File: config.mk
export PLATFORM = sky130hd
export DESIGN_NAME = four_key_holdoff_debouncer
export DESIGN_NICKNAME = d
export VERILOG_FILES = /design/src/sv/fkhd_pkg.sv /design/src/sv/four_key_holdoff_debouncer.sv
export SDC_FILE = /design/constraint.sdc
export NUM_CORES = 1
export LEC_CHECK = 0
export BUFFER_PORTS_ARGS = -buffer_cell sky130_fd_sc_hd__buf_2
export CAP_MARGIN = 5
export CORE_MARGIN = 8
export CORE_UTILIZATION = 40
export CTS_BUF_LIST = sky130_fd_sc_hd__clkbuf_8
export DETAILED_ROUTE_END_ITERATION = 7
export MAX_ROUTING_LAYER = met4
export PLACE_DENSITY_LB_ADDON = 0.12
export SLEW_MARGIN = 30
export SYNTH_ARGS = -nofsm -noshare
export SYNTH_HDL_FRONTEND = slang
export SYNTH_SLANG_ARGS = --single-unit
File: constraint.sdc
create_clock -name clk_i -period 10 [get_ports clk_i]
set_input_delay 1 -clock clk_i [delete_from_list [all_inputs] [get_ports clk_i]]
set_output_delay 1 -clock clk_i [all_outputs]
set_load 0.03 [all_outputs]
File: src/sv/fkhd_pkg.sv
// Shared types and constants for the four-key holdoff debouncer.
package fkhd_pkg;

  localparam int unsigned NumKeys = 4;
  localparam int unsigned KeyW = 2;
  localparam int unsigned HoldW = 2;
  localparam int unsigned FuncW = 2;
  localparam int unsigned BlW = 8;
  localparam int unsigned SlotW = NumKeys + 1;
  localparam int unsigned BlMax = 255;
  localparam int unsigned RampReset = 100;

  localparam logic [HoldW-1:0] HOLD_TICKS_RESET = 2'd3;

  localparam logic [FuncW-1:0] FUNC_PIN = 2'd0;
  localparam logic [FuncW-1:0] FUNC_FAST = 2'd1;
  localparam logic [FuncW-1:0] FUNC_SLOW = 2'd2;

  localparam int unsigned KEY_DOWN = 1;
  localparam int unsigned KEY_LEFT = 2;
  localparam int unsigned KEY_RIGHT = 3;

  typedef enum logic [1:0] {
    RAMP_NONE = 2'd0,
    RAMP_DIM = 2'd1,
    RAMP_BRIGHT = 2'd2,
    RAMP_BRIGHT_ALT = 2'd3
  } ramp_mode_e;

  localparam logic REG_HOLDOFF_TICKS = 1'b0;

endpackage

File: src/sv/four_key_holdoff_debouncer.sv
// Top level of the four-key holdoff debouncer with its backlight ramp.
// An accepted item is registered in the input register, then all its results
// are formed in one pass into the result register, from which the results leave
// one per cycle while m_tready_i is high (up to five).
// An item waits in the input register only while the previous item's results
// drain; items without results pass at one per cycle.
// Reset clears all key state, stops the ramp, sets the ramp to 100 and the
// holdoff to three slow ticks.
module four_key_holdoff_debouncer
  import fkhd_pkg::*;
#(
  parameter int unsigned RAMP_SCALE = 4
) (
  input  logic        clk_i,
  input  logic        rst_ni,
  input  logic        s_tvalid_i,
  output logic        s_tready_o,
  input  logic [7:0]  s_tdata_i,   // key_index [1:0], level [2], zeros above.
  input  logic [1:0]  s_tuser_i,   // func [1:0].
  output logic        m_tvalid_o,
  input  logic        m_tready_i,
  output logic [15:0] m_tdata_o,   // event_key [1:0], released [2], backlight [10:3].
  output logic        m_tuser_o,   // kind [0].
  output logic        m_tlast_o,
  input  logic        psel,
  input  logic        penable,
  input  logic        pwrite,
  input  logic [2:0]  paddr,
  input  logic [31:0] pwdata,
  output logic [31:0] prdata,
  output logic        pready
);

  localparam int unsigned RampMax = 255 * RAMP_SCALE;
  localparam int unsigned RvW = $clog2(RampMax + 1);
  localparam longint unsigned SqMax = longint'(RampMax) * longint'(RampMax);
  localparam int unsigned SqW = $clog2(SqMax + 1);
  localparam longint unsigned BlDiv = 255 * RAMP_SCALE * RAMP_SCALE;
  localparam int unsigned DivL = $clog2(BlDiv);
  localparam int unsigned Shift = SqW + DivL;
  localparam longint unsigned Recip = ((64'd1 << Shift) + BlDiv - 64'd1) / BlDiv;
  localparam int unsigned RecipW = $clog2(Recip + 1);
  localparam int unsigned ProdW = (SqW + RecipW > Shift + BlW) ? SqW + RecipW : Shift + BlW;

  localparam logic [RvW-1:0] RV_MAX = RvW'(RampMax);
  localparam logic [RvW-1:0] RV_RESET = RvW'(RampReset);
  localparam logic [SqW-1:0] SQ_RESET = SqW'(RampReset * RampReset);
  localparam logic [RecipW-1:0] RECIP = RecipW'(Recip);

  logic                 in_vld_q;
  logic [FuncW-1:0]     in_func_q;
  logic [KeyW-1:0]      in_key_q;
  logic                 in_level_q;

  logic [HoldW-1:0]     ticks_q;
  logic [NumKeys-1:0]   live_q, live_d;
  logic [NumKeys-1:0]   rep_q, rep_d;
  logic [NumKeys-1:0]   marks_q, marks_d;
  logic [HoldW-1:0]     hold_q [NumKeys];
  logic [HoldW-1:0]     hold_d [NumKeys];
  ramp_mode_e           mode_q, mode_d;
  logic [RvW-1:0]       rv_q, rv_d;
  logic [SqW-1:0]       sq_q, sq_d;

  logic [SlotW-1:0]     buf_mask_q, buf_mask_d;
  logic [NumKeys-1:0]   buf_rel_q;
  logic [BlW-1:0]       buf_bl_q;

  logic [SlotW-1:0]     slots;
  logic [NumKeys-1:0]   rpt;
  logic [ProdW-1:0]     prod;
  logic [BlW-1:0]       bl_new;
  logic [SlotW-1:0]     low_bit;
  logic                 buf_free;
  logic                 advance;
  logic                 s_hs;
  logic                 m_hs;
  logic                 cfg_wr;

  logic [KeyW-1:0]      out_key;
  logic                 out_rel;
  logic [BlW-1:0]       out_bl;

  assign pready = 1'b1;
  assign prdata = {{(32 - HoldW){1'b0}}, ticks_q};
  assign cfg_wr = psel && penable && pwrite && pready && (paddr[2] == REG_HOLDOFF_TICKS);

  assign low_bit    = buf_mask_q & (~buf_mask_q + SlotW'(1));
  assign m_tvalid_o = |buf_mask_q;
  assign m_tlast_o  = m_tvalid_o && ((buf_mask_q & ~low_bit) == '0);
  assign m_hs       = m_tvalid_o && m_tready_i;
  assign buf_free   = (buf_mask_q == '0) || (m_tready_i && m_tlast_o);
  assign advance    = in_vld_q && buf_free;
  assign s_tready_o = !in_vld_q || advance;
  assign s_hs       = s_tvalid_i && s_tready_o;

  always_comb begin
    live_d  = live_q;
    rep_d   = rep_q;
    marks_d = marks_q;
    hold_d  = hold_q;
    mode_d  = mode_q;
    rv_d    = rv_q;
    sq_d    = sq_q;
    slots   = '0;
    rpt     = '0;
    case (in_func_q)
      FUNC_PIN: begin
        live_d[in_key_q]  = in_level_q;
        marks_d[in_key_q] = 1'b1;
      end
      FUNC_FAST: begin
        marks_d = '0;
        for (int i = 0; i < NumKeys; i++) begin
          if (marks_q[i] && (hold_q[i] == '0)) begin
            rpt[i]    = 1'b1;
            hold_d[i] = ticks_q;
          end
        end
      end
      FUNC_SLOW: begin
        case (mode_q)
          RAMP_NONE: begin
          end
          RAMP_DIM: begin
            slots[0] = 1'b1;
            if (rv_q != '0) begin
              rv_d = rv_q - RvW'(1);
              sq_d = sq_q - SqW'({rv_q, 1'b0}) + SqW'(1);
            end
          end
          default: begin
            slots[0] = 1'b1;
            if (rv_q < RV_MAX) begin
              rv_d = rv_q + RvW'(1);
              sq_d = sq_q + SqW'({rv_q, 1'b0}) + SqW'(1);
            end
          end
        endcase
        for (int i = 0; i < NumKeys; i++) begin
          if (hold_q[i] != '0) begin
            hold_d[i] = hold_q[i] - HoldW'(1);
            if (hold_q[i] == HoldW'(1)) begin
              rpt[i] = 1'b1;
            end
          end
        end
      end
      default: begin
      end
    endcase
    for (int i = 0; i < NumKeys; i++) begin
      if (rpt[i] && (live_q[i] != rep_q[i])) begin
        rep_d[i] = ~rep_q[i];
        if (((i == KEY_LEFT) || (i == KEY_RIGHT)) && live_q[KEY_DOWN]) begin
          if (!live_q[i]) begin
            mode_d = RAMP_NONE;
          end else if (i == KEY_LEFT) begin
            mode_d = RAMP_DIM;
          end else begin
            mode_d = RAMP_BRIGHT;
          end
        end else begin
          slots[i + 1] = 1'b1;
        end
      end
    end
  end

  // The backlight is the square divided by a constant, done as a multiply
  // by a rounded-up reciprocal that is exact over the whole square range.
  assign prod   = ProdW'(sq_d) * ProdW'(RECIP);
  assign bl_new = prod[Shift +: BlW];

  always_comb begin
    buf_mask_d = buf_mask_q;
    if (advance) begin
      buf_mask_d = slots;
    end else if (m_hs) begin
      buf_mask_d = buf_mask_q & ~low_bit;
    end
  end

  always_comb begin
    out_key = '0;
    out_rel = 1'b0;
    out_bl  = '0;
    if (buf_mask_q[0]) begin
      out_bl = buf_bl_q;
    end else begin
      for (int i = NumKeys - 1; i >= 0; i--) begin
        if (buf_mask_q[i + 1]) begin
          out_key = KeyW'(i);
          out_rel = buf_rel_q[i];
        end
      end
    end
  end

  assign m_tuser_o = buf_mask_q[0];
  assign m_tdata_o = {{(16 - BlW - KeyW - 1){1'b0}}, out_bl, out_rel, out_key};

  always_ff @(posedge clk_i or negedge rst_ni) begin
    if (!rst_ni) begin
      in_vld_q   <= 1'b0;
      ticks_q    <= HOLD_TICKS_RESET;
      live_q     <= '0;
      rep_q      <= '0;
      marks_q    <= '0;
      mode_q     <= RAMP_NONE;
      rv_q       <= RV_RESET;
      sq_q       <= SQ_RESET;
      buf_mask_q <= '0;
      for (int i = 0; i < NumKeys; i++) begin
        hold_q[i] <= '0;
      end
    end else begin
      in_vld_q   <= s_hs || (in_vld_q && !advance);
      buf_mask_q <= buf_mask_d;
      if (cfg_wr) begin
        ticks_q <= pwdata[HoldW-1:0];
      end
      if (advance) begin
        live_q  <= live_d;
        rep_q   <= rep_d;
        marks_q <= marks_d;
        hold_q  <= hold_d;
        mode_q  <= mode_d;
        rv_q    <= rv_d;
        sq_q    <= sq_d;
      end
    end
  end

  always_ff @(posedge clk_i) begin
    if (s_hs) begin
      in_func_q  <= s_tuser_i;
      in_key_q   <= s_tdata_i[KeyW-1:0];
      in_level_q <= s_tdata_i[KeyW];
    end
    if (advance) begin
      buf_rel_q <= ~live_q;
      buf_bl_q  <= bl_new;
    end
  end

  a_ramp_in_range: assert property (@(posedge clk_i) disable iff (!rst_ni)
    rv_q <= RV_MAX)
    else $error("Ramp value left its range.");

  a_square_tracks: assert property (@(posedge clk_i) disable iff (!rst_ni)
    sq_q == SqW'(SqW'(rv_q) * SqW'(rv_q)))
    else $error("Tracked square does not match the ramp value.");

  a_item_held: assert property (@(posedge clk_i) disable iff (!rst_ni)
    in_vld_q && !advance |=> in_vld_q && $stable(in_func_q) && $stable(in_key_q))
    else $error("Waiting item was lost or changed.");

endmodule
Word-level counts from Yosys, hierarchy flattened:

Index checks and enable logic that the tools add are counted.

* $add $sub $neg: 11
* multipliers: 1
* order comparisons: 3
* eq/ne operators: 20
* multiplexer cells: 59
* bitwise logic cells: 12
* reduce and logical (&&, ||, !) cells: 52

Operators with widths (count)
* $mux W20: 3
* $add A20 B1 Y20 const B: 2
* $mul A20 B21 Y40 const B: 1
* $pmux W20 S2: 1
* $mux W2: 18
* $mux W1: 26
* $add A20 B11 Y20: 1
* $mux W10: 2
* $pmux W10 S2: 1
* $sub A20 B11 Y20: 1
* $logic_and A1 B1 Y1: 18
* $ne A2 B2 Y1 const B: 9
* $pmux W4 S2: 2
* $pmux W8 S2: 1
* $reduce_and A4 Y1: 4
* $reduce_bool A2 Y1: 8
* $eq A2 B1 Y1 const B: 6
* $logic_not A2 Y1: 6
* $reduce_and A2 Y1: 6
* $add A10 B1 Y10 const B: 1
* $and A5 B5 Y5: 2
* $logic_not A5 Y1: 2
* $lt A10 B10 Y1 const B: 1
* $mux W5: 2
* other kinds (19): 34

* register bits after elaboration: 77
* input bits: 52
* output and inout bits: 53

Depth between registers and ports, before layout:

Gate-level depths: netlist of run 1.

* word-level depth: 13
* depth in mapped cells: 32
* depth with buffers taken out: 32

Worst setup path after synthesis of run 1:

No wires, ideal clock.

* path type: reg-to-reg
* from: register rv_q[0]
* to: register buf_bl_q[4] (data pin)
* data arrival time: 6.890 ns
* required time: 9.739 ns
* slack: 2.849 ns
* stages on the path, launching flop included: 31
* path buffers: 0
* clock period less this slack: 7.151 ns
* cell sequence: dfrtp_1 -> ha_1 -> inv_1 -> ha_1 -> fa_1 -> a211oi_1 -> nor2_1 -> o311ai_1 -> o21a_1 -> o21ai_0 -> xnor2_1 -> a41oi_1 -> nor2_1 -> a221oi_1 -> ha_1 -> ha_1 -> fa_1 -> ha_1 -> ha_1 -> inv_1 -> fa_1 -> inv_1 -> ha_1 -> and3_1 -> a211oi_1 -> o211ai_1 -> nor3_1 -> nand2_1 -> a31oi_2 -> nor2b_1 -> xor2_1

* longest elaborated chain between the ends: 6
* elaborated cells on any way between the ends: 11
* those cells by class: add/sub (4); mul (1); order compare (1); mux (4); reduce/logical (1)

Ends and longest elaborated chain
* start, declared: RTL line four_key_holdoff_debouncer.sv:62 `logic [RvW-1:0] rv_q, rv_d;`
* start signal, assigned: RTL line four_key_holdoff_debouncer.sv:229 `rv_q <= rv_d;`
* $add A20 B11 Y20 / $sub A20 B11 Y20 (equally long branches): RTL line four_key_holdoff_debouncer.sv:136, four_key_holdoff_debouncer.sv:129
* $add A20 B1 Y20, on equally long branches: RTL line four_key_holdoff_debouncer.sv:136, four_key_holdoff_debouncer.sv:129
* $mux W20, on equally long branches: RTL line four_key_holdoff_debouncer.sv:134, four_key_holdoff_debouncer.sv:127
* $pmux W20 S2 *: RTL line four_key_holdoff_debouncer.sv:122 `case (mode_q)`
* $mux W20 *: RTL line four_key_holdoff_debouncer.sv:107 `case (in_func_q)`
* via sq_d[15]: RTL line four_key_holdoff_debouncer.sv:63 `logic [SqW-1:0] sq_q, sq_d;`
* $mul A20 B21 Y40 *: RTL line four_key_holdoff_debouncer.sv:172 `assign prod = ProdW'(sq_d) * ProdW'(RECIP);`
* via prod[36]: RTL line four_key_holdoff_debouncer.sv:71 `logic [ProdW-1:0] prod;`
* end signal, assigned: RTL line four_key_holdoff_debouncer.sv:243 `buf_bl_q <= bl_new;`
* end, declared: RTL line four_key_holdoff_debouncer.sv:67 `logic [BlW-1:0] buf_bl_q;`

Mark *: on every way through the listed nets, which the timed path passes. The rest lies on a longest branch.
A chain may end at the register's enable or synchronous reset.

Worst setup path in the final report of run 1:

Same ends and word-level chain as after synthesis.

==> results of run 1 <==
[metrics by stage]
stage / util [%] / power [uW]
2_1_floorplan: - / 1320
3_5_place_dp: 42.2 / 1580
6_report: 43.3 / 1860
5_1_grt: 43.3 / 2080
4_1_cts: 43.2 / 1880
3_3_place_gp: 42.2 / 1570
[worst max-delay path by stage]
stage / from / slack, ns / end / cells after the start
6_report: rv_q[0]$_DFFE_PN0P_ / 1.89 / buf_bl_q[4]$_DFFE_PP_ / 29
5_1_grt: rv_q[0]$_DFFE_PN0P_ / 1.37 / buf_bl_q[4]$_DFFE_PP_ / 29
4_1_cts: rv_q[0]$_DFFE_PN0P_ / 1.93 / buf_bl_q[4]$_DFFE_PP_ / 29
3_5_place_dp: rv_q[0]$_DFFE_PN0P_ / 2.00 / buf_bl_q[4]$_DFFE_PP_ / 29
3_3_place_gp: rv_q[0]$_DFFE_PN0P_ / 2.01 / buf_bl_q[4]$_DFFE_PP_ / 29
2_1_floorplan: rv_q[0]$_DFFE_PN0P_ / 2.85 / buf_bl_q[4]$_DFFE_PP_ / 30
[placed cells by master (no fill, tap or decap), types with 10 or more instances in the layout]
| cell type | count |
|---|---|
| a21o_1 | 19 |
| a21oi_1 | 66 |
| and2_1 | 12 |
| buf_2 | 31 |
| conb_1 | 36 |
| dfrtp_1 | 50 |
| dfstp_2 | 10 |
| edfxtp_1 | 17 |
| fa_1 | 15 |
| ha_1 | 187 |
| inv_1 | 94 |
| mux2_2 | 15 |
| nand2_1 | 64 |
| nand2b_1 | 14 |
| nand3_1 | 17 |
| nor2_1 | 54 |
| nor2b_1 | 11 |
| nor3_1 | 16 |
| o21ai_0 | 58 |
| o22ai_1 | 10 |
| xnor2_1 | 31 |
| xor2_1 | 17 |
[sequential cells by signal, indices dropped and copies added (netlist names), 2 cells and up, named ones only]
name,flops
marks_q,4
buf_bl_q,8
ticks_q,2
live_q,4
in_func_q,2
in_key_q,2
buf_rel_q,4
rv_q,10
buf_mask_q,5
sq_q,20
hold_q,8
rep_q,4
[Yosys cell counts (10+ instances only)]
| cell | number | area, sq um |
|---|---|---|
| mux2_2 | 15 | 169 |
| nand2b_1 | 14 | 87.6 |
| inv_1 | 94 | 353 |
| dfrtp_1 | 50 | 1250 |
| nand2_1 | 64 | 240 |
| buf_4 | 37 | 278 |
| edfxtp_1 | 17 | 510 |
| dfstp_2 | 10 | 263 |
| xnor2_1 | 31 | 272 |
| a21o_1 | 19 | 143 |
| fa_1 | 15 | 300 |
| and2_1 | 12 | 75.1 |
| ha_1 | 187 | 2340 |
| nor3_1 | 16 | 80.1 |
| xor2_1 | 17 | 149 |
| a21oi_1 | 66 | 330 |
| nor2b_1 | 11 | 68.8 |
| clkbuf_1 | 15 | 56.3 |
| o22ai_1 | 10 | 62.6 |
| nor2_1 | 54 | 203 |
| nand3_1 | 17 | 85.1 |
| o21ai_0 | 58 | 290 |
[logic make-up after synthesis]
kind of cell | count (synthesis) | share of synthesized area, %
other | 2 | 0.0844
XOR/XNOR | 49 | 4.91
AO/OA/AOI/OAI | 257 | 19.2
AND/OR/NAND/NOR | 234 | 13.0
multiplexers | 18 | 2.24
flip-flops | 77 | 22.8
adder cells (fa/ha/maj) | 203 | 29.8
buffers and inverters | 152 | 8.03
[worst max-delay path, delay by kind of cell (launching register included)]
family | cells | cell delay [ns]
buf+inv | 3 | 0.13
xor+xnor | 2 | 0.47
fa+ha+maj | 10 | 3.26
simple gates | 6 | 1.15
flops | 1 | 0.50
compound gates | 8 | 2.32
[power by group through the flow]
stage	clock [uW]	sequential (uW)	combinational, uW
floorplan	0	449	873
global placement	0	470	1100
detailed placement	0	472	1110
CTS	293	466	1120
global route	303	478	1300
finish	286	465	1110
[layout make-up]
cell class	instances	area, sq um	area share [%]
inverter	95	357	3.78
timing repair buffer	36	196	2.08
clock buffer	9	124	1.31
tap	280	350	3.71
clock inverter	7	103	1.09
multi-input combinational	797	6290	66.6
sequential	77	2020	21.4
[layer usage]
metal	track usage (%)	up-vias	share of wire, %
met4	3.85	0	1.1
met3	2.33	18	3.6
li1	-	3535	-
met1	23.6	3248	50
met5	-	-	0
met2	27.0	101	45
==> qor.yml, run 1 <==
outcome: "complete, no violations"
route.vias.total: 6902
cts-root-buf: "clkbuf_8"
worst_slew_pin_slew_ns: 0.828
pre_cts_slack_ns: 2.00
stdcell_area_sq_um: 9440
grt-ovfl-total: 0
fin_crit_ns: 8.11
grt_pass1_wl_microns: 36500
finalClockSkew_ns: 0.0130
dieArea_sq_um: 27300
area_delta_synth_final_pct: 6.10
start_util_pct: 40.8
cts_sinks: 77
track_usage_pct: 17.4
ctsHoldBuffers: 0
hold_ws_ns: 0.492
criticalPathCategory: "flip-flop to flip-flop"
rrSetupSlack_ns: 1.89
fin_crit_sh_pct: 81.1
die_w_microns: 165
dpl.hpwl_microns: 17300
clkTransAtPathRegs_ns: 0.10
max_freq_mhz: 123
drc: 0
crit_top_cell: "ha_1"
cp_max_fo: 7
combPwrFrac_pct: 59.7
gp_congestion: 0.858
layout.cells.non_filler: 1301
crit_path_max_incr_delay_ns: 0.61
ys_ff_latch: 77
die-height_microns: 165
dpl_cell_area_sq_um: 9210
wl_per_cell_microns: 16.9
cp.required_ns: 10.13
synth-edff-count: 17
cts_buffers: 9
fin_ws_ns: 1.89
cellLeakagePower_uw: 0.00479
min_to: "rep_q[3]$_DFFE_PN0P_"
vdd_drop_max_mv: 0.0620
r2r-start: "rv_q[0]$_DFFE_PN0P_"
drt_wl_total_microns: 22000
grt_max_degree: 61
grt_pass1_vias: 6903
synth_area_sq_um: 8900
post-cts-setup-buffers: 0
clock_latency_ns: 0.38
seq_area_frac_synth_pct: 22.8
swShare_pct: 46.4
antenna_found_initial: 0
p_int_uw: 998
avgSynthCellArea_sq_um: 8.97
drive_above_1_share_pct: 9.79
seq_power_share_pct: 24.9
hold_depth: 1
dp_cells: 1285
drtAntennaViolNets: 0
yosysWarnings: 0
cts_resized: 0
endpoint_kind: "flip-flop"
fin_tns_setup_ns: 0
core_area_sq_um: 21800
final-setup-viol-count: 0
cts_buffer_depth: 2
cp_data_arrival_time_ns: 8.24
io_buffers: 31
async_flop_share_pct: 77.9
synthCells: 992
min-delay-start: "rep_q[3]$_DFFE_PN0P_"
drt-initial-drc-count: 406
maxSlewViolCount: 0
synth_cell_type_count: 78
clockPowerShare_pct: 15.4
ios: 105
max_cap_violations: 0
rsz0062_at_grt: "no"
hold_viol: 0
drt_first_pass_iters: 5
cts_tree: "built"
drt-vias-per-instance: 5.31
p_sw_uw: 865
synth_ff_type: "dfrtp_1"
relSlewSlack_pct: 43.3
antenna_cells: 0
fill_cells: 2208
startpoint_type: "flip-flop"
fin_nets: 1270
p_per_area_nw_per_um2: 197
min_path_type: "flip-flop to flip-flop"
cts_max_level: 3
r2r.worst_path.cells: 29
rows: 54
cp_slowest_cell: "o311ai_1"
r2r_end: "buf_bl_q[4]$_DFFE_PP_"
(Power assumes the default switching activity.)
==> inputs of run 2 (changes only) <==
==> constraint.sdc (replaced) <==
create_clock -name clk_i -period 6.7 [get_ports clk_i]
set_input_delay 0.67 -clock clk_i [delete_from_list [all_inputs] [get_ports clk_i]]
set_output_delay 0.67 -clock clk_i [all_outputs]
set_load 0.03 [all_outputs]
==> run 2 against run 1 <==
Compared with the run above: core utilization grew 6.4 points; the run now ends with setup timing left; first-iteration DRC count increased by 13%; sequential share of layout area is 2.8 points lower; largest power group unchanged; highest routed layer unchanged; fmax up 18%.
==> qor.yml, run 2 (synthesis gave the netlist of run 1 again) <==
p_per_area_nw_per_um2: 305  # was 197 nW/um^2
endpoint_kind: "flip-flop"  # unchanged
largest_register_ffs: 20  # unchanged
outcome: "finished, violations left"  # was complete, no violations
final-setup-viol-count: 7  # was 0
layout_common_cells: "169 x ha_1, 134 x buf_4, 89 x inv_1, 62 x a21oi_1, 59 x nand2_1"  # was 187 x ha_1, 94 x inv_1, 66 x a21oi_1, 64 x nand2_1, 58 x o21ai_0
cts_buffers: 9  # unchanged
vdd_drop_max_mv: 0.193  # was 0.0620 mV
worst_slew_pin_slew_ns: 0.855  # was 0.828 ns
criticalPathCategory: "flip-flop to flip-flop"  # unchanged
grt-ovfl-total: 0  # unchanged
ios: 105  # unchanged
cellLeakagePower_uw: 0.00545  # was 0.00479 uW
clkTransAtPathRegs_ns: 0.10  # about the same
drt-vias-per-instance: 5.17  # was 5.31
violations: "setup timing"
cts_tree: "built"  # unchanged
die-height_microns: 165  # unchanged
rrSetupSlack_ns: -0.18  # was 1.89 ns
cp-endpoint: "buf_bl_q[4]$_DFFE_PP_"  # unchanged
io_buffers: 31  # unchanged
core_area_sq_um: 21800  # unchanged
area_delta_synth_final_pct: 21.8  # was 6.10%
track_usage_pct: 18.1  # was 17.4%
fin_crit_ns: 6.88  # was 8.11 ns
gp_congestion: 0.877  # was 0.858
route.vias.total: 7403  # was 6,902
drive_above_1_share_pct: 25.3  # was 9.79%
fin_ws_ns: -0.176  # was 1.89 ns
max_freq_mhz: 145  # was 123 MHz
min_path_type: "primary input to async pin"  # was flip-flop to flip-flop
dpl.hpwl_microns: 18600  # was 17,300 microns
rsz0062_at_grt: "yes"  # was no
dieArea_sq_um: 27300  # unchanged
hold_viol: 0  # unchanged
grt_pass1_vias: 7263  # was 6,903
cp_max_fo: 3  # was 7
cp_slowest_cell: "fa_1"  # was o311ai_1
drt_first_pass_iters: 5  # unchanged
wl_per_cell_microns: 16.3  # was 16.9 microns
cts_sinks: 77  # unchanged
max_cap_violations: 0  # unchanged
rows: 54  # unchanged
grt_max_degree: 61  # unchanged
r2r-start: "rv_q[0]$_DFFE_PN0P_"  # unchanged
clock_latency_ns: 0.38  # about the same
cpLargestDelayFamily: "adder cells"  # unchanged
finalClockSkew_ns: 0.0195  # was 0.0130 ns
cts-root-buf: "clkbuf_8"  # unchanged
cp.required_ns: 6.82  # was 10.13 ns
top_register: "sq_q"  # unchanged
fin_nets: 1400  # was 1,270
cts_buffer_depth: 2  # unchanged
drt-initial-drc-count: 459  # was 406
cts_max_level: 3  # unchanged
relSlewSlack_pct: 43.0  # was 43.3%
grt_pass1_wl_microns: 38000  # was 36,500 microns
ctsHoldBuffers: 0  # unchanged
drtAntennaViolNets: 0  # unchanged
fin_tns_setup_ns: -0.939  # was 0 ns
critPathLaunch: "rv_q[0]$_DFFE_PN0P_"  # unchanged
largestRegisters: "sq_q: 20 flops, rv_q: 10 flops"  # unchanged
maxSlewViolCount: 0  # unchanged
crit_top_cell: "ha_4"  # was ha_1
startpoint_type: "flip-flop"  # unchanged
crit_path_max_incr_delay_ns: 0.49  # was 0.61 ns
total_power_uw: 3300  # was 1860 uW
start_util_pct: 40.8  # unchanged
die_w_microns: 165  # unchanged
cp.buffers_inverters: 5  # was 3
dpl_cell_area_sq_um: 10100  # was 9210 sq um
antenna_found_initial: 0  # unchanged
layout_commonest_cell: "ha_1"  # unchanged
cp_num_cells: 32  # was 29
stdcell_area_sq_um: 10800  # was 9440 sq um
antenna_cells: 0  # unchanged
cp_data_arrival_time_ns: 7.00  # was 8.24 ns
r2r.worst_path.cells: 32  # was 29
fin_crit_sh_pct: 103  # was 81.1%
drt_wl_total_microns: 23300  # was 22,000 microns
r2r_end: "buf_bl_q[4]$_DFFE_PP_"  # unchanged
drc: 0  # unchanged
==> run 2: worst min-delay path by stage <==
stage                         start                    end  cells after the start
6_report                     rst_ni    sq_q[0]$_DFFE_PN0P_                      2
3_3_place_gp   rep_q[3]$_DFFE_PN0P_   rep_q[3]$_DFFE_PN0P_                      1
3_5_place_dp   rep_q[3]$_DFFE_PN0P_   rep_q[3]$_DFFE_PN0P_                      1
2_1_floorplan                rst_ni              async pin                      0
4_1_cts                s_tdata_i[2]   in_level_q$_DFFE_PP_                      1
5_1_grt                s_tdata_i[1]  in_key_q[1]$_DFFE_PP_                      1
==> run 2: metrics by stage <==
step / hold WS, ns / setup WS (ns) / util (%) / instances
final: 0.423 / -0.176 / 49.7 / 1431
after global routing: 0.439 / -0.442 / 49.7 / 1431
after CTS: 0.447 / -0.164 / 48.9 / 1426
after detailed placement: 0.481 / -0.409 / 46.4 / 1402
after global placement: 0.476 / -0.398 / 46.4 / 1402
after floorplan: 0.374 / 0.0314 / - / 1026
==> run 2: power by group <==
| group | switching (uW) | internal, uW |
|---|---|---|
| clock network | 217 | 144 |
| logic | 1200 | 1070 |
| registers | 80.4 | 584 |
| total | 1500 | 1800 |
==> run 2: worst reg2reg max path: cells and delay by family (launching register included) <==
family          cells  cell delay (ns)
fa+ha+maj          10             3.05
compound gates      9             1.71
simple gates        6             0.67
buf+inv             5             0.48
flops               1             0.43
xor+xnor            2             0.28
==> run 2: per-layer routing <==
layer  up-vias  global-route usage, %  wire [microns]
li1       3814                      -               -
met1      3444                   24.9           11600
met2       123                   28.2           10600
met3        22                   1.96             813
met4         0                   4.18             328
met5         -                      -               0
==> run 2: timing repair <==
action,4_1_cts,5_1_grt
setup endpoints to repair,8,8
endpoints found under the hold margin,0,0
gates resized for setup,54,18
setup buffers,8,5
pin swaps,47,30
==> run 2: area by class of cell <==
| type | instances | area [sq um] |
|---|---|---|
| clock inverter | 7 | 63.8 |
| fill | 2114 | 11000 |
| multi-input combinational | 797 | 6750 |
| timing repair buffer | 166 | 1170 |
| tap | 280 | 350 |
| clock buffer | 9 | 124 |
| sequential | 77 | 2030 |
| inverter | 95 | 357 |
